$ cat config.mk
export PLATFORM = sky130hd
export DESIGN_NAME = audio_format_rate_converter
export DESIGN_NICKNAME = d
export VERILOG_FILES = /design/src/rtl/afrc_pkg.sv /design/src/rtl/afrc_job_fifo.sv /design/src/rtl/afrc_front.sv /design/src/rtl/afrc_back.sv /design/src/rtl/audio_format_rate_converter.sv
export SDC_FILE = /design/constraint.sdc
export NUM_CORES = 1
export LEC_CHECK = 0
export BUFFER_PORTS_ARGS = -buffer_cell sky130_fd_sc_hd__clkbuf_2
export CAP_MARGIN = 10
export CORE_ASPECT_RATIO = 2
export CORE_MARGIN = 2
export CORE_UTILIZATION = 35
export DETAILED_ROUTE_END_ITERATION = 7
export PLACE_DENSITY = 0.5
export SLEW_MARGIN = 20
export SYNTH_ARGS = -nofsm -noshare
export SYNTH_HDL_FRONTEND = slang
export SYNTH_SLANG_ARGS = --single-unit
$ cat constraint.sdc
create_clock -name clk -period 7.45 [get_ports clk]
set_clock_uncertainty 0.05 [all_clocks]
set_input_delay 1.49 -clock clk [delete_from_list [all_inputs] [get_ports clk]]
set_output_delay 1.49 -clock clk [all_outputs]
set_load 0.005 [all_outputs]
$ cat src/rtl/afrc_pkg.sv
// Shared types, constants and sample conversion for the audio format rate converter.
`default_nettype none

package afrc_pkg;

    localparam int SAMPLE_W   = 16;
    localparam int RATE_W     = 22;
    localparam int MAX_RUN    = 64;
    localparam int RUN_W      = 7;
    localparam int REG_IDX_W  = 2;
    localparam int CFG_DATA_W = 22;

    // Input sample encodings
    typedef enum logic [1:0] {
        FMT_U8  = 2'd0,
        FMT_S8  = 2'd1,
        FMT_U16 = 2'd2,
        FMT_S16 = 2'd3
    } sample_format_t;

    // Configuration register indexes
    localparam logic [REG_IDX_W-1:0] REG_SAMPLE_FORMAT = 2'd0;
    localparam logic [REG_IDX_W-1:0] REG_STEREO_MODE   = 2'd1;
    localparam logic [REG_IDX_W-1:0] REG_RATE_STEP     = 2'd2;

    // Reset values: signed 16-bit stereo, unity rate
    localparam sample_format_t     FORMAT_RESET    = FMT_S16;
    localparam logic               STEREO_RESET    = 1'b1;
    localparam logic [RATE_W-1:0]  RATE_STEP_RESET = 22'd65536;

    typedef struct packed {
        sample_format_t      sample_format;
        logic                stereo_mode;
        logic [RATE_W-1:0]   rate_step;
    } cfg_t;

    // Convert one raw sample to signed 16-bit; unsigned formats flip the sign bit
    function automatic logic signed [SAMPLE_W-1:0] to_s16(
        input logic [SAMPLE_W-1:0] raw,
        input sample_format_t      fmt
    );
        logic signed [SAMPLE_W-1:0] res;
        unique case (fmt)
            FMT_U8:  res = {raw[7] ^ 1'b1, raw[6:0], 8'h00};
            FMT_S8:  res = {raw[7:0], 8'h00};
            FMT_U16: res = {raw[15] ^ 1'b1, raw[14:0]};
            FMT_S16: res = raw;
            default: res = raw;
        endcase
        return res;
    endfunction

endpackage

`default_nettype wire

$ cat src/rtl/afrc_job_fifo.sv
// Two-entry queue carrying averaging jobs from the front end to the divider.
`default_nettype none

module afrc_job_fifo #(
    parameter int DATA_W = 8
) (
    input  wire logic              clk,
    input  wire logic              rst_n,
    input  wire logic              push,
    input  wire logic [DATA_W-1:0] push_data,
    output logic                   full,
    input  wire logic              pop,
    output logic [DATA_W-1:0]      pop_data,
    output logic                   empty
);

    logic [DATA_W-1:0] entry_reg [2];
    logic              wr_ptr_reg;
    logic              rd_ptr_reg;
    logic [1:0]        count_reg;
    logic              do_push;
    logic              do_pop;

    assign full     = (count_reg == 2'd2);
    assign empty    = (count_reg == 2'd0);
    assign do_push  = push && !full;
    assign do_pop   = pop && !empty;
    assign pop_data = entry_reg[rd_ptr_reg];

    // Store incoming word
    always_ff @(posedge clk)
    begin
        if (do_push)
        begin
            entry_reg[wr_ptr_reg] <= push_data;
        end
    end

    // Advance pointers and occupancy
    always_ff @(posedge clk or negedge rst_n)
    begin
        if (!rst_n)
        begin
            wr_ptr_reg <= 1'b0;
            rd_ptr_reg <= 1'b0;
            count_reg  <= 2'd0;
        end
        else
        begin
            if (do_push)
            begin
                wr_ptr_reg <= ~wr_ptr_reg;
            end
            if (do_pop)
            begin
                rd_ptr_reg <= ~rd_ptr_reg;
            end
            if (do_push && !do_pop)
            begin
                count_reg <= count_reg + 2'd1;
            end
            else if (do_pop && !do_push)
            begin
                count_reg <= count_reg - 2'd1;
            end
        end
    end

endmodule

`default_nettype wire

$ cat src/rtl/afrc_front.sv
// Front end: converts samples, accumulates sums, advances the phase and issues jobs.
`default_nettype none

module afrc_front #(
    parameter int PHASE_FRAC_BITS = 16,
    parameter int COUNT_WIDTH     = 17
) (
    input  wire logic                              clk,
    input  wire logic                              rst_n,
    input  wire afrc_pkg::cfg_t                    cfg,
    input  wire logic                              push,
    input  wire logic [afrc_pkg::SAMPLE_W-1:0]     left_raw,
    input  wire logic [afrc_pkg::SAMPLE_W-1:0]     right_raw,
    output logic                                   full,
    input  wire logic                              job_full,
    output logic                                   job_push,
    output logic signed [COUNT_WIDTH+15:0]         job_left_sum,
    output logic signed [COUNT_WIDTH+15:0]         job_right_sum,
    output logic [COUNT_WIDTH-1:0]                 job_count,
    output logic [afrc_pkg::RUN_W-1:0]             job_runs,
    output logic                                   job_stereo
);
    import afrc_pkg::*;

    localparam int SUM_W = COUNT_WIDTH + SAMPLE_W;
    localparam int TOT_W = ((PHASE_FRAC_BITS > RATE_W) ? PHASE_FRAC_BITS : RATE_W) + 1;
    localparam int CAR_W = TOT_W - PHASE_FRAC_BITS;

    logic [PHASE_FRAC_BITS-1:0] phase_reg;
    logic signed [SUM_W-1:0]    left_sum_reg;
    logic signed [SUM_W-1:0]    right_sum_reg;
    logic [COUNT_WIDTH-1:0]     count_reg;

    logic signed [SAMPLE_W-1:0] left_s16;
    logic signed [SAMPLE_W-1:0] right_s16;
    logic signed [SUM_W-1:0]    left_sum_next;
    logic signed [SUM_W-1:0]    right_sum_next;
    logic [COUNT_WIDTH-1:0]     count_next;
    logic                       count_sat;
    logic [TOT_W-1:0]           total;
    logic [CAR_W-1:0]           carries;
    logic [RUN_W-1:0]           runs;
    logic                       accept;
    logic                       emit;

    // Accept only while the job queue has room
    assign full   = job_full;
    assign accept = push && !full;

    // Convert and accumulate, holding once the count saturates
    always_comb
    begin
        left_s16       = to_s16(left_raw, cfg.sample_format);
        right_s16      = to_s16(right_raw, cfg.sample_format);
        count_sat      = &count_reg;
        left_sum_next  = left_sum_reg;
        right_sum_next = right_sum_reg;
        count_next     = count_reg;
        if (!count_sat)
        begin
            left_sum_next = left_sum_reg
                + {{(SUM_W-SAMPLE_W){left_s16[SAMPLE_W-1]}}, left_s16};
            if (cfg.stereo_mode)
            begin
                right_sum_next = right_sum_reg
                    + {{(SUM_W-SAMPLE_W){right_s16[SAMPLE_W-1]}}, right_s16};
            end
            count_next = count_reg + 1'b1;
        end
    end

    // Advance phase and clamp the number of whole carries
    always_comb
    begin
        total   = TOT_W'(phase_reg) + TOT_W'(cfg.rate_step);
        carries = total[TOT_W-1:PHASE_FRAC_BITS];
        if (32'(carries) > 32'(MAX_RUN))
        begin
            runs = RUN_W'(MAX_RUN);
        end
        else
        begin
            runs = RUN_W'(carries);
        end
        emit = (runs != '0);
    end

    assign job_push      = accept && emit;
    assign job_left_sum  = left_sum_next;
    assign job_right_sum = right_sum_next;
    assign job_count     = count_next;
    assign job_runs      = runs;
    assign job_stereo    = cfg.stereo_mode;

    // Update running state; clear sums whenever a job leaves
    always_ff @(posedge clk or negedge rst_n)
    begin
        if (!rst_n)
        begin
            phase_reg     <= '0;
            left_sum_reg  <= '0;
            right_sum_reg <= '0;
            count_reg     <= '0;
        end
        else if (accept)
        begin
            phase_reg <= total[PHASE_FRAC_BITS-1:0];
            if (emit)
            begin
                left_sum_reg  <= '0;
                right_sum_reg <= '0;
                count_reg     <= '0;
            end
            else
            begin
                left_sum_reg  <= left_sum_next;
                right_sum_reg <= right_sum_next;
                count_reg     <= count_next;
            end
        end
    end

endmodule

`default_nettype wire

$ cat src/rtl/afrc_back.sv
// Back end: divides sums by the frame count and emits the averaged pair run.
`default_nettype none

module afrc_back #(
    parameter int COUNT_WIDTH = 17
) (
    input  wire logic                              clk,
    input  wire logic                              rst_n,
    input  wire logic                              job_empty,
    output logic                                   job_pop,
    input  wire logic signed [COUNT_WIDTH+15:0]    job_left_sum,
    input  wire logic signed [COUNT_WIDTH+15:0]    job_right_sum,
    input  wire logic [COUNT_WIDTH-1:0]            job_count,
    input  wire logic [afrc_pkg::RUN_W-1:0]        job_runs,
    input  wire logic                              job_stereo,
    input  wire logic                              pop,
    output logic                                   empty,
    output logic signed [afrc_pkg::SAMPLE_W-1:0]   left_out,
    output logic signed [afrc_pkg::SAMPLE_W-1:0]   right_out,
    output logic                                   last_of_run
);
    import afrc_pkg::*;

    localparam int SUM_W = COUNT_WIDTH + SAMPLE_W;
    localparam int CNT_W = $clog2(SUM_W + 1);

    typedef enum logic [1:0] {
        ST_IDLE,
        ST_DIVIDE,
        ST_EMIT
    } state_t;

    state_t                  state_reg;
    logic [SUM_W-1:0]        l_quo_reg;
    logic [SUM_W-1:0]        r_quo_reg;
    logic [COUNT_WIDTH-1:0]  l_rem_reg;
    logic [COUNT_WIDTH-1:0]  r_rem_reg;
    logic                    l_neg_reg;
    logic                    r_neg_reg;
    logic [COUNT_WIDTH-1:0]  div_reg;
    logic [CNT_W-1:0]        bit_cnt_reg;
    logic [RUN_W-1:0]        runs_reg;
    logic                    stereo_reg;
    logic [SAMPLE_W-1:0]     l_avg_reg;
    logic [SAMPLE_W-1:0]     r_avg_reg;
    logic                    out_valid_reg;
    logic [SAMPLE_W-1:0]     left_out_reg;
    logic [SAMPLE_W-1:0]     right_out_reg;
    logic                    last_reg;

    logic [COUNT_WIDTH:0]    l_trial;
    logic [COUNT_WIDTH:0]    r_trial;
    logic                    l_ge;
    logic                    r_ge;
    logic [COUNT_WIDTH:0]    l_diff;
    logic [COUNT_WIDTH:0]    r_diff;
    logic [SUM_W-1:0]        l_quo_next;
    logic [SUM_W-1:0]        r_quo_next;
    logic [SUM_W-1:0]        l_signed_q;
    logic [SUM_W-1:0]        r_signed_q;
    logic                    slot_free;

    assign job_pop     = (state_reg == ST_IDLE) && !job_empty;
    assign slot_free   = !out_valid_reg || pop;
    assign empty       = !out_valid_reg;
    assign left_out    = left_out_reg;
    assign right_out   = right_out_reg;
    assign last_of_run = last_reg;

    // One restoring division step on both channels
    always_comb
    begin
        l_trial    = {l_rem_reg, l_quo_reg[SUM_W-1]};
        r_trial    = {r_rem_reg, r_quo_reg[SUM_W-1]};
        l_ge       = (l_trial >= {1'b0, div_reg});
        r_ge       = (r_trial >= {1'b0, div_reg});
        l_diff     = l_trial - {1'b0, div_reg};
        r_diff     = r_trial - {1'b0, div_reg};
        l_quo_next = {l_quo_reg[SUM_W-2:0], l_ge};
        r_quo_next = {r_quo_reg[SUM_W-2:0], r_ge};
        l_signed_q = l_neg_reg ? (SUM_W'(0) - l_quo_next) : l_quo_next;
        r_signed_q = r_neg_reg ? (SUM_W'(0) - r_quo_next) : r_quo_next;
    end

    // Sequence: take a job, divide, then emit the run of pairs
    always_ff @(posedge clk or negedge rst_n)
    begin
        if (!rst_n)
        begin
            state_reg     <= ST_IDLE;
            l_quo_reg     <= '0;
            r_quo_reg     <= '0;
            l_rem_reg     <= '0;
            r_rem_reg     <= '0;
            l_neg_reg     <= 1'b0;
            r_neg_reg     <= 1'b0;
            div_reg       <= '0;
            bit_cnt_reg   <= '0;
            runs_reg      <= '0;
            stereo_reg    <= 1'b0;
            l_avg_reg     <= '0;
            r_avg_reg     <= '0;
            out_valid_reg <= 1'b0;
            left_out_reg  <= '0;
            right_out_reg <= '0;
            last_reg      <= 1'b0;
        end
        else
        begin
            // Drop the output word once taken unless the emit state refills it
            if (pop && out_valid_reg && (state_reg != ST_EMIT))
            begin
                out_valid_reg <= 1'b0;
            end

            unique case (state_reg)
                ST_IDLE:
                begin
                    if (!job_empty)
                    begin
                        l_neg_reg   <= job_left_sum[SUM_W-1];
                        r_neg_reg   <= job_right_sum[SUM_W-1];
                        l_quo_reg   <= job_left_sum[SUM_W-1]
                                       ? (SUM_W'(0) - job_left_sum) : job_left_sum;
                        r_quo_reg   <= job_right_sum[SUM_W-1]
                                       ? (SUM_W'(0) - job_right_sum) : job_right_sum;
                        l_rem_reg   <= '0;
                        r_rem_reg   <= '0;
                        div_reg     <= (job_count == '0) ? COUNT_WIDTH'(1) : job_count;
                        bit_cnt_reg <= CNT_W'(SUM_W);
                        runs_reg    <= job_runs;
                        stereo_reg  <= job_stereo;
                        state_reg   <= ST_DIVIDE;
                    end
                end

                ST_DIVIDE:
                begin
                    l_quo_reg   <= l_quo_next;
                    r_quo_reg   <= r_quo_next;
                    l_rem_reg   <= l_ge ? l_diff[COUNT_WIDTH-1:0] : l_trial[COUNT_WIDTH-1:0];
                    r_rem_reg   <= r_ge ? r_diff[COUNT_WIDTH-1:0] : r_trial[COUNT_WIDTH-1:0];
                    bit_cnt_reg <= bit_cnt_reg - 1'b1;
                    if (bit_cnt_reg == CNT_W'(1))
                    begin
                        l_avg_reg <= l_signed_q[SAMPLE_W-1:0];
                        r_avg_reg <= stereo_reg ? r_signed_q[SAMPLE_W-1:0]
                                                : l_signed_q[SAMPLE_W-1:0];
                        state_reg <= ST_EMIT;
                    end
                end

                ST_EMIT:
                begin
                    if (slot_free)
                    begin
                        out_valid_reg <= 1'b1;
                        left_out_reg  <= l_avg_reg;
                        right_out_reg <= r_avg_reg;
                        last_reg      <= (runs_reg == RUN_W'(1));
                        runs_reg      <= runs_reg - 1'b1;
                        if (runs_reg == RUN_W'(1))
                        begin
                            state_reg <= ST_IDLE;
                        end
                    end
                end

                default:
                begin
                    state_reg <= ST_IDLE;
                end
            endcase
        end
    end

endmodule

`default_nettype wire

$ cat src/rtl/audio_format_rate_converter.sv
// Top level of the audio format rate converter: config registers, front end, job queue, back end.
`default_nettype none

// Box-average fractional resampler. Each pushed frame is converted to signed
// 16-bit (U8/S8 shifted left 8, unsigned formats offset by half scale), added
// into running left/right sums and counted, and advances a phase accumulator
// with PHASE_FRAC_BITS fraction bits by rate_step. Every whole carry of the
// phase emits one pair equal to sum / count, truncated toward zero; a frame
// carrying more than 64 units emits 64. A frame that emits nothing only
// updates the sums, count and phase. A frame that emits hands a job to a
// two-entry queue; the back end divides both sums with a bit-serial restoring
// divider, one quotient bit per cycle, then drives one pair per cycle while
// pop keeps up. The front end keeps accepting frames until the queue holds
// two pending jobs. Write configuration only while the block is idle.
module audio_format_rate_converter #(
    parameter int PHASE_FRAC_BITS = 16,
    parameter int COUNT_WIDTH     = 17
) (
    input  wire logic                                clk,
    input  wire logic                                rst_n,
    input  wire logic                                cfg_we,
    input  wire logic [afrc_pkg::REG_IDX_W-1:0]      cfg_index,
    input  wire logic [afrc_pkg::CFG_DATA_W-1:0]     cfg_data,
    input  wire logic                                push,
    output logic                                     full,
    input  wire logic [afrc_pkg::SAMPLE_W-1:0]       left_raw,
    input  wire logic [afrc_pkg::SAMPLE_W-1:0]       right_raw,
    output logic                                     empty,
    input  wire logic                                pop,
    output logic signed [afrc_pkg::SAMPLE_W-1:0]     left_out,
    output logic signed [afrc_pkg::SAMPLE_W-1:0]     right_out,
    output logic                                     last_of_run
);
    import afrc_pkg::*;

    localparam int SUM_W  = COUNT_WIDTH + SAMPLE_W;
    localparam int JOB_W  = 2 * SUM_W + COUNT_WIDTH + RUN_W + 1;

    cfg_t                       cfg_reg;
    logic                       job_full;
    logic                       job_empty;
    logic                       job_push;
    logic                       job_pop;
    logic [JOB_W-1:0]           job_in;
    logic [JOB_W-1:0]           job_out;
    logic signed [SUM_W-1:0]    f_left_sum;
    logic signed [SUM_W-1:0]    f_right_sum;
    logic [COUNT_WIDTH-1:0]     f_count;
    logic [RUN_W-1:0]           f_runs;
    logic                       f_stereo;
    logic signed [SUM_W-1:0]    b_left_sum;
    logic signed [SUM_W-1:0]    b_right_sum;
    logic [COUNT_WIDTH-1:0]     b_count;
    logic [RUN_W-1:0]           b_runs;
    logic                       b_stereo;

    // Hold configuration registers
    always_ff @(posedge clk or negedge rst_n)
    begin
        if (!rst_n)
        begin
            cfg_reg.sample_format <= FORMAT_RESET;
            cfg_reg.stereo_mode   <= STEREO_RESET;
            cfg_reg.rate_step     <= RATE_STEP_RESET;
        end
        else if (cfg_we)
        begin
            unique case (cfg_index)
                REG_SAMPLE_FORMAT: cfg_reg.sample_format <= sample_format_t'(cfg_data[1:0]);
                REG_STEREO_MODE:   cfg_reg.stereo_mode   <= cfg_data[0];
                REG_RATE_STEP:     cfg_reg.rate_step     <= cfg_data[RATE_W-1:0];
                default:           ;
            endcase
        end
    end

    afrc_front #(
        .PHASE_FRAC_BITS (PHASE_FRAC_BITS),
        .COUNT_WIDTH     (COUNT_WIDTH)
    ) u_front (
        .clk           (clk),
        .rst_n         (rst_n),
        .cfg           (cfg_reg),
        .push          (push),
        .left_raw      (left_raw),
        .right_raw     (right_raw),
        .full          (full),
        .job_full      (job_full),
        .job_push      (job_push),
        .job_left_sum  (f_left_sum),
        .job_right_sum (f_right_sum),
        .job_count     (f_count),
        .job_runs      (f_runs),
        .job_stereo    (f_stereo)
    );

    // Pack and unpack the job word
    assign job_in = {f_left_sum, f_right_sum, f_count, f_runs, f_stereo};
    assign {b_left_sum, b_right_sum, b_count, b_runs, b_stereo} = job_out;

    afrc_job_fifo #(
        .DATA_W (JOB_W)
    ) u_job_fifo (
        .clk       (clk),
        .rst_n     (rst_n),
        .push      (job_push),
        .push_data (job_in),
        .full      (job_full),
        .pop       (job_pop),
        .pop_data  (job_out),
        .empty     (job_empty)
    );

    afrc_back #(
        .COUNT_WIDTH (COUNT_WIDTH)
    ) u_back (
        .clk           (clk),
        .rst_n         (rst_n),
        .job_empty     (job_empty),
        .job_pop       (job_pop),
        .job_left_sum  (b_left_sum),
        .job_right_sum (b_right_sum),
        .job_count     (b_count),
        .job_runs      (b_runs),
        .job_stereo    (b_stereo),
        .pop           (pop),
        .empty         (empty),
        .left_out      (left_out),
        .right_out     (right_out),
        .last_of_run   (last_of_run)
    );

endmodule

`default_nettype wire
---- Yosys cells after proc, flatten, opt, wreduce, memory -nomap -nowiden ----
Memory sizes are Yosys's and may differ from the RTL's.
Cells that the tools add are included.
storage, ports and cells
  register bits ........................... 329
  memory bits (writable) .................. 182
  input bits .............................. 61
  output and inout bits ................... 35
  memories kept ........................... 1
operators by class
  $add $sub $neg .......................... 14
  order comparisons ....................... 3
  equality and inequality tests ........... 15
  mux-type cells .......................... 42
  bitwise operators ....................... 7
  reductions and logical operators ........ 34
memory list
  memory                depth  bits a word  read ports  clocked after memory_dff  write ports  RTL line             RTL
  u_job_fifo.entry_reg  2      91           1           0                         1            afrc_job_fifo.sv:17  logic [DATA_W-1:0] entry_reg [2];
operators with widths
  operator               number
  $mux 33                9
  $pmux 33 s2            2
  $pmux 16 s4            2
  $mux 17                6
  $pmux 17 s2            2
  $add 33x33->33         2
  $sub 1x33->33 const A  2
  $mux 16                3
  $ge 18x17->1           2
  $sub 17x17->17         2
  $sub 1x16->16 const A  2
  $add 16x22->23         1
  $mux 7                 3
  $add 17x1->17 const B  1
  $logic_not 17->1       1
  $reduce_and 17->1      1
  $pmux 7 s2             1
  $reduce_and 2->1       7
  $mux 2                 6
  $pmux 6 s2             1
  $eq 2x2->1 const B     5
  $logic_and 1x1->1      9
  $logic_not 2->1        4
  $eq 7x1->1 const B     1
  19 further kinds       40

---- Logic depth before layout (Yosys ltp) ----
Gate-level depths: netlist (run 1).
  depth in word-level cells ............... 10
  gate-level depth with buffers ........... 20
  mapped depth without buffers ............ 18

---- Modules after synthesis ----
A second synthesis (run 1) with hierarchy kept.
unflattened totals
  cell total of the unflattened synthesis .. 2832
  area, all modules ....................... 29547.1 um^2
modules (own cells, without submodules)
  module                       instances  cells each  area an instance (um^2)  seq. area each (um^2)
  afrc_back                    1          1284        11936.4                  5029.8
  afrc_front                   1          1191        9402.8                   2477.4
  afrc_job_fifo                1          302         7163.1                   5565.3
  audio_format_rate_converter  1          55          1044.8                   630.6

---- Worst setup path after synthesis (run 1) ----
Ideal clock, no wire load.
  path type ............................... reg2reg
  from .................................... register cfg_reg[0] in the netlist's numbering
  to ...................................... memory u_job_fifo.entry_reg[0][0] in the netlist's numbering, enable pin
  library setup time ...................... 0.552 ns
  arrival ................................. 6.759 ns
  required time ........................... 6.848 ns
  path slack .............................. 0.089 ns
  stages on the path, launching flop included .. 13
  cells stage by stage .................... dfrtp_1 -> ha_1 -> fa_1 -> a211oi_2 -> o211ai_2 -> a221oi_4 -> o21a_2 -> o21a_1 -> nor4_4 -> nand4_4 -> buf_6 -> and2_1 -> nor2b_1
between the ends
  cells in the longest elaborated chain, start to end .. 8
RTL lines
  what                            RTL line                           RTL
  from (decl)                     audio_format_rate_converter.sv:39  cfg_t cfg_reg;
  $add 16x22->23 *                afrc_front.sv:75                   total = TOT_W'(phase_reg) + TOT_W'(cfg.rate_step);
  $gt 7x7->1                      afrc_front.sv:77                   if (32'(carries) > 32'(MAX_RUN))
  $mux 7 *                        afrc_front.sv:77
  $reduce_bool 7->1 *             afrc_front.sv:85                   emit = (runs != '0);
  $logic_and 1x1->1 *             afrc_front.sv:88                   assign job_push = accept && emit;
  $logic_and 1x1->1 *             afrc_job_fifo.sv:26                assign do_push = push && !full;
  via u_job_fifo.do_push          afrc_job_fifo.sv:21                logic do_push;
  $mux 1 *                        afrc_job_fifo.sv:33                if (do_push)
  $mux 1 (not written as such) *  afrc_job_fifo.sv:35                entry_reg[wr_ptr_reg] <= push_data;
  to (decl)                       afrc_job_fifo.sv:17
The timed path passes the listed nets; every way through them passes the cells marked *.

---- Final worst setup path (run 1) ----
  from .................................... register cfg_reg[24] in the netlist's numbering
  to ...................................... memory u_job_fifo.entry_reg[0][89] in the netlist's numbering (data pin)
between the ends
  cells in the longest elaborated chain, start to end .. 4
RTL lines
  what                                      RTL line                           RTL
  $eq 2x2->1, or another cell as far along  afrc_pkg.sv:43                     unique case (fmt)
  $pmux 16 s4 *                             afrc_pkg.sv:43
  $add 33x33->33 *                          afrc_front.sv:62                   + {{(SUM_W-SAMPLE_W){left_s16[SAMPLE_W-1]}}, left_s16};
  $mux 33 *                                 afrc_front.sv:59                   if (!count_sat)
  via f_left_sum[31]                        audio_format_rate_converter.sv:46  logic signed [SUM_W-1:0] f_left_sum;
Marks and branches as above.

==> metrics, run 1 <==
status completed; hold_sp u_back.l_avg_reg[4]; H-Tree Depth 2; Post-CTS Setup Inserts 0; worst min-delay path class reg -> reg; MaxCap Viol Count 0; Multi-input gate area 14700 sq um; leak pwr roughly 14 nW; placed cell count about 4000; Clock Latency Late Sink ~0.63 ns; Crit Path Max Fanout 33; final setup fails 0; total power 0.0134 W; Largest register FFs between 150 and 200; first-pass GRT wire length ~120000 um; synthesized area between 20000 and 30000 sq um; library cells used by synthesis 94; hold_buf cts 0; io pins 96; minimum clock period approximately 5.2 ns; ys async rst share between 60 and 70%; DP Wirelength about 55000 um; global-route usage over all layers approximately 18%; area of the core between 80000 and 90000 sq um; die area 86000 sq um; CTS tree done; Post-synth EDFFs between 150 and 200; Post-Syn Instances ~3000; worst-case reg-to-reg path depth 14; routability cong. 0.836; Reg-to-Reg Start cfg_reg[24]; Worst-path clk slew 0.07 ns; final antenna-violating net count 0; Pwr per Cell Area around 410 nW/um^2; Initial DRC Count roughly 1200; vias around 22000; Starting Density 35.4%; slew margin rel. around 30%; final hold viol count 0; CTS Root Cell clkbuf_16; Mapped Nets 3196; antenna violations before repair 1; die width roughly 210 um; Post-CTS Resized 0; unrepaired setup endpoints after global routing no; Yosys reg bits between 500 and 600; maximum VDD drop about 0.25 mV; count of pins over their slew limit 0; Hold Path Depth 2; final WL between 70000 and 80000 um; Data arrival, critical path between 5 and 6 ns; Setup Crit Path Kind reg -> reg; reg2reg end u_job_fifo.entry_reg[0][89]; Top FF cell, synth dfrtp_1; fin nets approximately 3200; Worst Tran Pin Value around 1.1 ns; FP Rows 149; R2R setup slack ~2.2 ns; layout cells sized above 1 between 10% and 20%; vias per inst approximately 5.3; Syn. warnings 0; CP required between 7 and 8 ns; Max Freq approximately 190 MHz; # DRC 0; Fin Setup TNS 0 ns; 1st-pass router iterations 5; vias in the first global route approximately 23000; Ant. Diodes 0; P&R area growth vs syn 11.1%; CTS Buf Count between 40 and 50; Mean Syn Cell Area ~10 sq um; Reg area 13700 sq um; IO Port Bufs 95; Filler Cells Inserted 8144; chip height 413 um; period utilization 69.9%; grt total ovfl 0; Seq/Total Area, Yosys a little under half; non-filler cells, final around 4100; WL/cell 18.2 um; Worst Setup End Kind flop; clock sinks 511; Hold EP u_back.left_out[4]; Clock Tree Buf Depth 3; startpoint types flop; largest net degree at the start of global routing between 100 and 150
synth_stat cells (all sizes together) (54+ instances only):
cell type,number,area (sq um)
xor2,80,701
xnor2,114,998
mux2,54,612
edfxtp,182,5470
a22oi,57,428
nand2,465,1750
dfrtp,325,8130
nand3,64,325
nor2,174,663
clkbuf,107,402
o21ai,338,1710
inv,72,270
ha,124,1550
nor3,73,375
mux2i,100,1010
a21oi,173,873
routing by layer:
metal  wire, um  global-route usage [%]
met1      30100                    19.8
met2      40300                    33.6
met3       2080                    1.79
met4       2720                    6.88
met5          0                       0
cell usage in the layout, fill, tap and decap left out, drive strengths merged, types with 17 or more instances in the layout:
| master | count |
|---|---|
| nand2 | 465 |
| o21ai | 338 |
| dfrtp | 325 |
| edfxtp | 182 |
| nor2 | 174 |
| a21oi | 173 |
| clkbuf | 157 |
| ha | 124 |
| xnor2 | 114 |
| mux2i | 100 |
| xor2 | 80 |
| inv | 78 |
| nor3 | 73 |
| nand3 | 64 |
| a22oi | 57 |
| mux2 | 54 |
| o31ai | 41 |
| a21o | 40 |
| and2 | 29 |
| buf | 29 |
| nand2b | 27 |
| and3 | 26 |
| nor2b | 25 |
| a211oi | 20 |
| o21a | 17 |
| nand4 | 17 |
| or3 | 17 |
| nor3b | 17 |
| nor4 | 17 |
power by group:
| part | switching, W | internal (W) |
|---|---|---|
| Combinational | 0.00364 | 0.00241 |
| Clock | 0.00118 | 0.00156 |
| Sequential | 0.000716 | 0.00393 |
worst max path at each step:
stage                start                          end  slack [ns]  cells after the start
3_5_place_dp   left_raw[7]  u_job_fifo.entry_reg[1][89]        1.64                     15
4_1_cts        cfg_reg[24]  u_job_fifo.entry_reg[0][89]        2.18                     14
6_report       cfg_reg[24]  u_job_fifo.entry_reg[0][89]        2.24                     14
3_3_place_gp   left_raw[7]  u_job_fifo.entry_reg[0][89]        1.69                     15
2_1_floorplan   cfg_reg[0]   u_job_fifo.entry_reg[0][0]        0.09                     12
5_1_grt        cfg_reg[24]  u_job_fifo.entry_reg[0][89]        1.80                     14
critical path, cell delays in order (launching register included):
cell and delay (ns):
dfstp_2 0.96, mux2i_1 0.19, xnor2_1 0.49, inv_1 0.48, ha_1 0.49, a21oi_1 0.16, o221ai_1 0.17, o21bai_1 0.20
or3_1 0.31, o21ai_1 0.29, o31ai_1 0.13, o41a_1 0.41, a211oi_1 0.28, xor2_1 0.20, o21ai_0 0.12
logic make-up after synthesis:
kind of cell,synth area share (%)
flops,46.9
mux,5.56
fa+ha+maj,5.65
simple gates,15.7
compound gates,17.3
buf+inv,3.08
xor+xnor,5.81
stage by stage:
| stage | hold slack [ns] | worst slack [ns] | instance area (sq um) | utilization (%) |
|---|---|---|---|---|
| after floorplan | 0.383 | 0.0890 | 29200 | - |
| after global placement | 0.404 | 1.69 | 30700 | 37.2 |
| after detailed placement | 0.409 | 1.64 | 30700 | 37.2 |
| after CTS | 0.424 | 2.18 | 32500 | 39.3 |
| after global routing | 0.440 | 1.80 | 32500 | 39.3 |
| final | 0.416 | 2.24 | 32500 | 39.3 |
final cells by class:
class	count	share of cell area (%)
Clock buffer	63	4.19
Clock inverter	29	1.22
Inverter	72	0.840
Multi-Input combinational cell	2278	45.2
Sequential cell	511	42.2
Tap cell	1057	4.07
Timing Repair Buffer	123	2.26
Power figures use the tool's default switching activity.
==> run 2: changes to the inputs <==
--- a/config.mk
+++ b/config.mk
@@ -11,7 +11,7 @@
 export CORE_MARGIN = 2
 export CORE_UTILIZATION = 35
 export DETAILED_ROUTE_END_ITERATION = 7
-export PLACE_DENSITY = 0.5
+export PLACE_DENSITY = 0.48
 export SLEW_MARGIN = 20
 export SYNTH_ARGS = -nofsm -noshare
 export SYNTH_HDL_FRONTEND = slang
==> constraint.sdc (replaced) <==
create_clock -name clk -period 5 [get_ports clk]
set_clock_uncertainty 0.05 [all_clocks]
set_input_delay 1 -clock clk [delete_from_list [all_inputs] [get_ports clk]]
set_output_delay 1 -clock clk [all_outputs]
set_load 0.005 [all_outputs]
==> run 2 against run 1 <==
  * Fmax is 17% higher
  * First-iteration DRC count is 1.4% lower
  * Combinational power is 53% higher
  * Count of clock-buffer cells in the layout is 6 lower
  * Final cell count is 0.65% higher
  * Die area stayed put
  * Worst hold slack worse by 0.043 ns
  * Register-to-register slack worse by 1.7 ns
==> metrics, run 2 (same netlist as run 1, synthesis figures left out) <==
1st-pass router iterations 5 (unchanged); worst-case reg-to-reg path depth 15 (+1); Worst Setup End Kind flop; final setup fails 0 (unchanged); CTS Root Cell clkbuf_16; R2R setup slack 0.54 ns (-1.71 ns); Post-CTS Setup Inserts 0 (unchanged); Setup Crit Path Kind reg -> reg; Clock Tree Buf Depth 3 (unchanged); routability cong. 0.865 (+3.4%); Crit Path Max Fanout 32 (-3.0%); Reg-to-Reg Start cfg_reg[24]; startpoint types flop; final hold viol count 0 (unchanged); Worst Tran Pin Value 1.05 ns (-0.00805 ns); placed cell count 4065 (+0.59%); die area 86000 sq um (unchanged); Filler Cells Inserted 8150 (+0.074%); leak pwr 13.9 nW (+1.0%); clock sinks 511 (unchanged); period utilization 89.3% (+19 points); vias per inst 5.34 (+0.25%); DP Wirelength 57300 um (+5.1%); maximum VDD drop 0.390 mV (+57%); fin nets 3251 (+0.81%); worst hold slack 0.373 ns (-0.0428 ns); vias in the first global route 22900 (+1.5%); antenna violations before repair 0 (-1); global-route usage over all layers 18.0% (+0.42 points); worst min-delay path class in -> async; H-Tree Depth 2 (unchanged); largest net degree at the start of global routing 101 (-20%); grt total ovfl 0 (unchanged); slew margin rel. 30.2% (+0.54 points); Max Freq 224 MHz (+17%); CTS Buf Count 50 (+2.0%); P&R area growth vs syn 11.9%; hold_buf cts 0 (unchanged); vias 22200 (+0.91%); io pins 96 (unchanged); final setup margin 0.536 ns (-1.71 ns); area of the core 82600 sq um (unchanged); total power 0.0202 W (+51%); WL/cell 18.6 um (+2.2%); Post-CTS Resized 0 (unchanged); final antenna-violating net count 0 (unchanged); IO Port Bufs 95 (unchanged); CTS tree done; first-pass GRT wire length 125000 um (+2.0%); Largest register FFs 182 (unchanged); die width 208 um (unchanged); Worst-path clk slew 0.07 ns (about the same); Starting Density 35.4% (unchanged); Initial DRC Count 1167 (-1.4%); count of pins over their slew limit 0 (unchanged); CP cell instances buf_4, mux2i_1, xnor2_1, inv_1, ha_1, nand4_1, nor3_1, o211a_1, o21ai_0, nand2_1, a31oi_1, a21oi_1, mux2i_1, nor3_1, a221o_1; CP required 5.44 ns (-2.30 ns); Clock Latency Late Sink 0.61 ns (-0.02 ns); minimum clock period 4.46 ns (-0.742 ns); MaxCap Viol Count 0 (unchanged); Ant. Diodes 0 (unchanged); # DRC 0 (unchanged); chip height 413 um (unchanged); commonest cells after routing, fill and taps aside 464 x nand2_1, 324 x dfrtp_1, 318 x o21ai_0; Pwr per Cell Area 618 nW/um^2 (+49%); Worst path max stage delay 0.53 ns (-0.43 ns); unrepaired setup endpoints after global routing no; status completed; Data arrival, critical path 4.91 ns (-0.59 ns); final WL 77300 um (+2.8%); FP Rows 149 (unchanged); Fin Setup TNS 0 ns (unchanged); layout cells sized above 1 11.2% (+0.81 points); non-filler cells, final 4160 (+0.65%); pre-CTS WS 0.378 ns (-1.26 ns); CP max-delay cell dfstp_2; reg2reg end u_front.right_sum_reg[32]; commonest non-fill, non-tap cell in the layout nand2_1
-- run 2: metrics by stage --
stage	util [%]	instance area, sq um
finish	39.6	32700
global route	39.6	32700
CTS	39.6	32700
detailed placement	37.5	30900
global placement	37.5	30900
floorplan	-	29200
-- run 2: power breakdown --
group / switching [W] / internal (W)
clock network: 0.00178 / 0.00233
logic: 0.00557 / 0.00367
registers: 0.00103 / 0.00585
-- run 2: critical path: cells and delay by family, from the launching register on --
kind / cells / cell delay [ns]
AO/OA/AOI/OAI: 5 / 1.07
AND/OR/NAND/NOR: 4 / 0.83
multiplexers: 2 / 0.61
buffers and inverters: 2 / 0.58
flip-flops: 1 / 0.53
adder cells (fa/ha/maj): 1 / 0.47
XOR/XNOR: 1 / 0.20
-- run 2: how the worst max path moves through the flow --
stage                       startpoint                     endpoint  slack [ns]  cells past startpoint
after detailed placement  left_raw[15]  u_job_fifo.entry_reg[0][89]        0.38                     15
after CTS                  cfg_reg[24]    u_front.right_sum_reg[32]        0.56                     15
after global placement     left_raw[1]  u_job_fifo.entry_reg[0][89]        0.39                     14
after floorplan             cfg_reg[0]   u_job_fifo.entry_reg[0][0]        0.38                     12
final                      cfg_reg[24]    u_front.right_sum_reg[32]        0.54                     15
after global routing       cfg_reg[24]    u_front.right_sum_reg[32]        0.35                     15
-- run 2: metal layers --
metal | GRT usage, % | wire length (um)
met5 | 0 | 0
met4 | 6.43 | 2560
met2 | 34.8 | 41600
met3 | 1.90 | 2120
met1 | 20.1 | 31000
-- run 2: layout make-up --
cell class                      count  area [sq um]  share of cell area (%)
Multi-Input combinational cell   2278         14700                    44.8
Sequential cell                   511         13700                    41.9
Tap cell                         1057          1320                    4.04
Clock buffer                       57          1310                    4.00
Timing Repair Buffer              148           975                    2.98
Clock inverter                     37           458                    1.40
Inverter                           72           273                   0.834
==> run 3: changes to the inputs <==
==> constraint.sdc (replaced) <==
create_clock -name clk -period 4.5 [get_ports clk]
set_clock_uncertainty 0.05 [all_clocks]
set_input_delay 0.9 -clock clk [delete_from_list [all_inputs] [get_ports clk]]
set_output_delay 0.9 -clock clk [all_outputs]
set_load 0.005 [all_outputs]
==> run 3 against run 2 <==
  * Highest routed layer unchanged
  * Wire length fell by 1.1%
  * Global-route usage fell by 0.066 points
  * Critical endpoint is now u_job_fifo.entry_reg[0][9]
  * Die area did not move
  * Largest cell class unchanged
  * Power rose by 10%
  * Register-to-register slack got worse by 0.12 ns
==> metrics, run 3 (same netlist as run 1, synthesis figures left out) <==
Post-CTS Setup Inserts 0 (unchanged); CP required 4.72 ns (-0.72 ns); # DRC 0 (unchanged); grt total ovfl 0 (unchanged); total power 0.0223 W (+10%); CTS Buf Count 49 (-2.0%); io pins 96 (unchanged); Largest register FFs 182 (unchanged); clock sinks 511 (unchanged); Worst Setup End Kind flop; worst hold slack 0.233 ns (-0.140 ns); final antenna-violating net count 0 (unchanged); minimum clock period 4.08 ns (-0.384 ns); Setup Crit Path Kind reg -> reg; Reg area 13700 sq um (unchanged); vias per inst 5.33 (-0.13%); hold_buf cts 0 (unchanged); commonest cells after routing, fill and taps aside 464 x nand2_1, 324 x dfrtp_1, 318 x o21ai_0; P&R area growth vs syn 12.1%; Ant. Diodes 0 (unchanged); die width 208 um (unchanged); leak pwr 13.9 nW (+0.30%); WL/cell 18.3 um (-1.4%); Fin Setup TNS 0 ns (unchanged); CP max-delay cell a221oi_4; period utilization 90.7% (+1.4 points); Pwr per Cell Area 680 nW/um^2 (+10%); IO Port Bufs 95 (unchanged); first-pass GRT wire length 124000 um (-0.53%); 1st-pass router iterations 8 (+3); vias in the first global route 22600 (-1.0%); area of the core 82600 sq um (unchanged); maximum VDD drop 0.282 mV (-28%); status completed; Data arrival, critical path 4.30 ns (-0.61 ns); DP Area 31100 sq um (+0.54%); routability cong. 0.840 (-2.9%); startpoint types flop; CTS tree done; layout cells sized above 1 11.5% (+0.29 points); Clock Tree Buf Depth 3 (unchanged); CP cell instances ha_2, fa_2, a211oi_2, o211ai_2, a221oi_4, o21ai_0, a41oi_1, nand3_1, nand4_4, and2_4, nor2b_4, buf_4; slew margin rel. 36.9% (+6.6 points); Worst Tran Pin Value 0.947 ns (-0.0997 ns); antenna violations before repair 0 (unchanged); Worst-path clk slew 0.08 ns (about the same); fin nets 3263 (+0.37%); Starting Density 35.4% (unchanged); chip height 413 um (unchanged); worst min-delay path class in -> async; H-Tree Depth 2 (unchanged); largest net degree at the start of global routing 89 (-12%); Initial DRC Count 1184 (+1.5%); DP Wirelength 56600 um (-1.2%); Clock Latency Late Sink 0.62 ns (about the same); vias 22200 (+0.11%); FP Rows 149 (unchanged); Final Cell Area 32800 sq um (+0.15%); Filler Cells Inserted 8119 (-0.38%); Crit Path Max Fanout 24 (-25%); CTS Root Cell clkbuf_16; final hold viol count 0 (unchanged); final setup fails 0 (unchanged); commonest non-fill, non-tap cell in the layout nand2_1; unrepaired setup endpoints after global routing no; Multi-input gate area 14700 sq um (about the same); count of pins over their slew limit 0 (unchanged); final WL 76400 um (-1.1%); Worst path max stage delay 0.41 ns (-0.12 ns); die area 86000 sq um (unchanged); MaxCap Viol Count 0 (unchanged); Max Freq 245 MHz (+9.4%); Post-CTS Resized 0 (unchanged); global-route usage over all layers 17.9% (-0.066 points)
[run 3: cell count changes in the layout (fill, tap and decap cells not counted), sizes merged]
cell / delta
buf: +13
bufinv: -3
clkbuf: +2
clkinv: +1
clkinvlp: -4
inv: +1
[run 3: worst paths after layout]
kind	startpoint	to	slack, ns	cells after the start
hold / removal	rst_n	u_front.right_sum_reg[3]	0.23	1
setup reg to reg	cfg_reg[0]	u_job_fifo.entry_reg[0][9]	0.42	12
hold reg to reg	u_back.l_avg_reg[5]	u_back.left_out[5]	0.42	2
setup / recovery	cfg_reg[0]	u_job_fifo.entry_reg[0][9]	0.42	12
min in group clk	u_back.l_avg_reg[5]	u_back.left_out[5]	0.42	2
max in group asynchronous	rst_n	u_back.left_out[4]	3.18	2
[run 3: stage by stage]
| step | worst slack (ns) | util [%] | cells |
|---|---|---|---|
| 2_1_floorplan | 0.00281 | - | 3006 |
| 3_3_place_gp | 0.0626 | 37.7 | 4078 |
| 3_5_place_dp | 0.0707 | 37.7 | 4078 |
| 4_1_cts | 0.360 | 39.7 | 4169 |
| 5_1_grt | 0.120 | 39.7 | 4170 |
| 6_report | 0.420 | 39.7 | 4170 |
[run 3: critical path, delay by kind of cell (launching register included)]
family / cells / cell delay (ns)
flops: 1 / 0.39
compound gates: 5 / 1.26
buf+inv: 1 / 0.39
simple gates: 4 / 1.02
fa+ha+maj: 2 / 0.61
[run 3: cell type report]
class                      instances  area share [%]
multi-input combinational       2278            44.8
clock inverter                    32            1.05
sequential                       511            41.8
clock buffer                      59            3.98
timing repair buffer             161            3.46
inverter                          72           0.833
tap                             1057            4.04
[run 3: report_power, final]
| group | total, W | leakage, nW | internal [W] | switching, W |
|---|---|---|---|---|
| registers | 0.00762 | 5.90 | 0.00650 | 0.00112 |
| logic | 0.0103 | 7.19 | 0.00412 | 0.00620 |
| clock network | 0.00433 | 0.808 | 0.00239 | 0.00194 |
| total | 0.0223 | 13.9 | 0.0130 | 0.00926 |
[run 3: layer usage]
layer	vias to the layer above	track usage [%]	wire, um
li1	11000	-	-
met1	10700	20.5	30700
met2	427	33.5	40200
met3	149	1.87	2280
met4	0	7.88	3240
met5	-	0	0
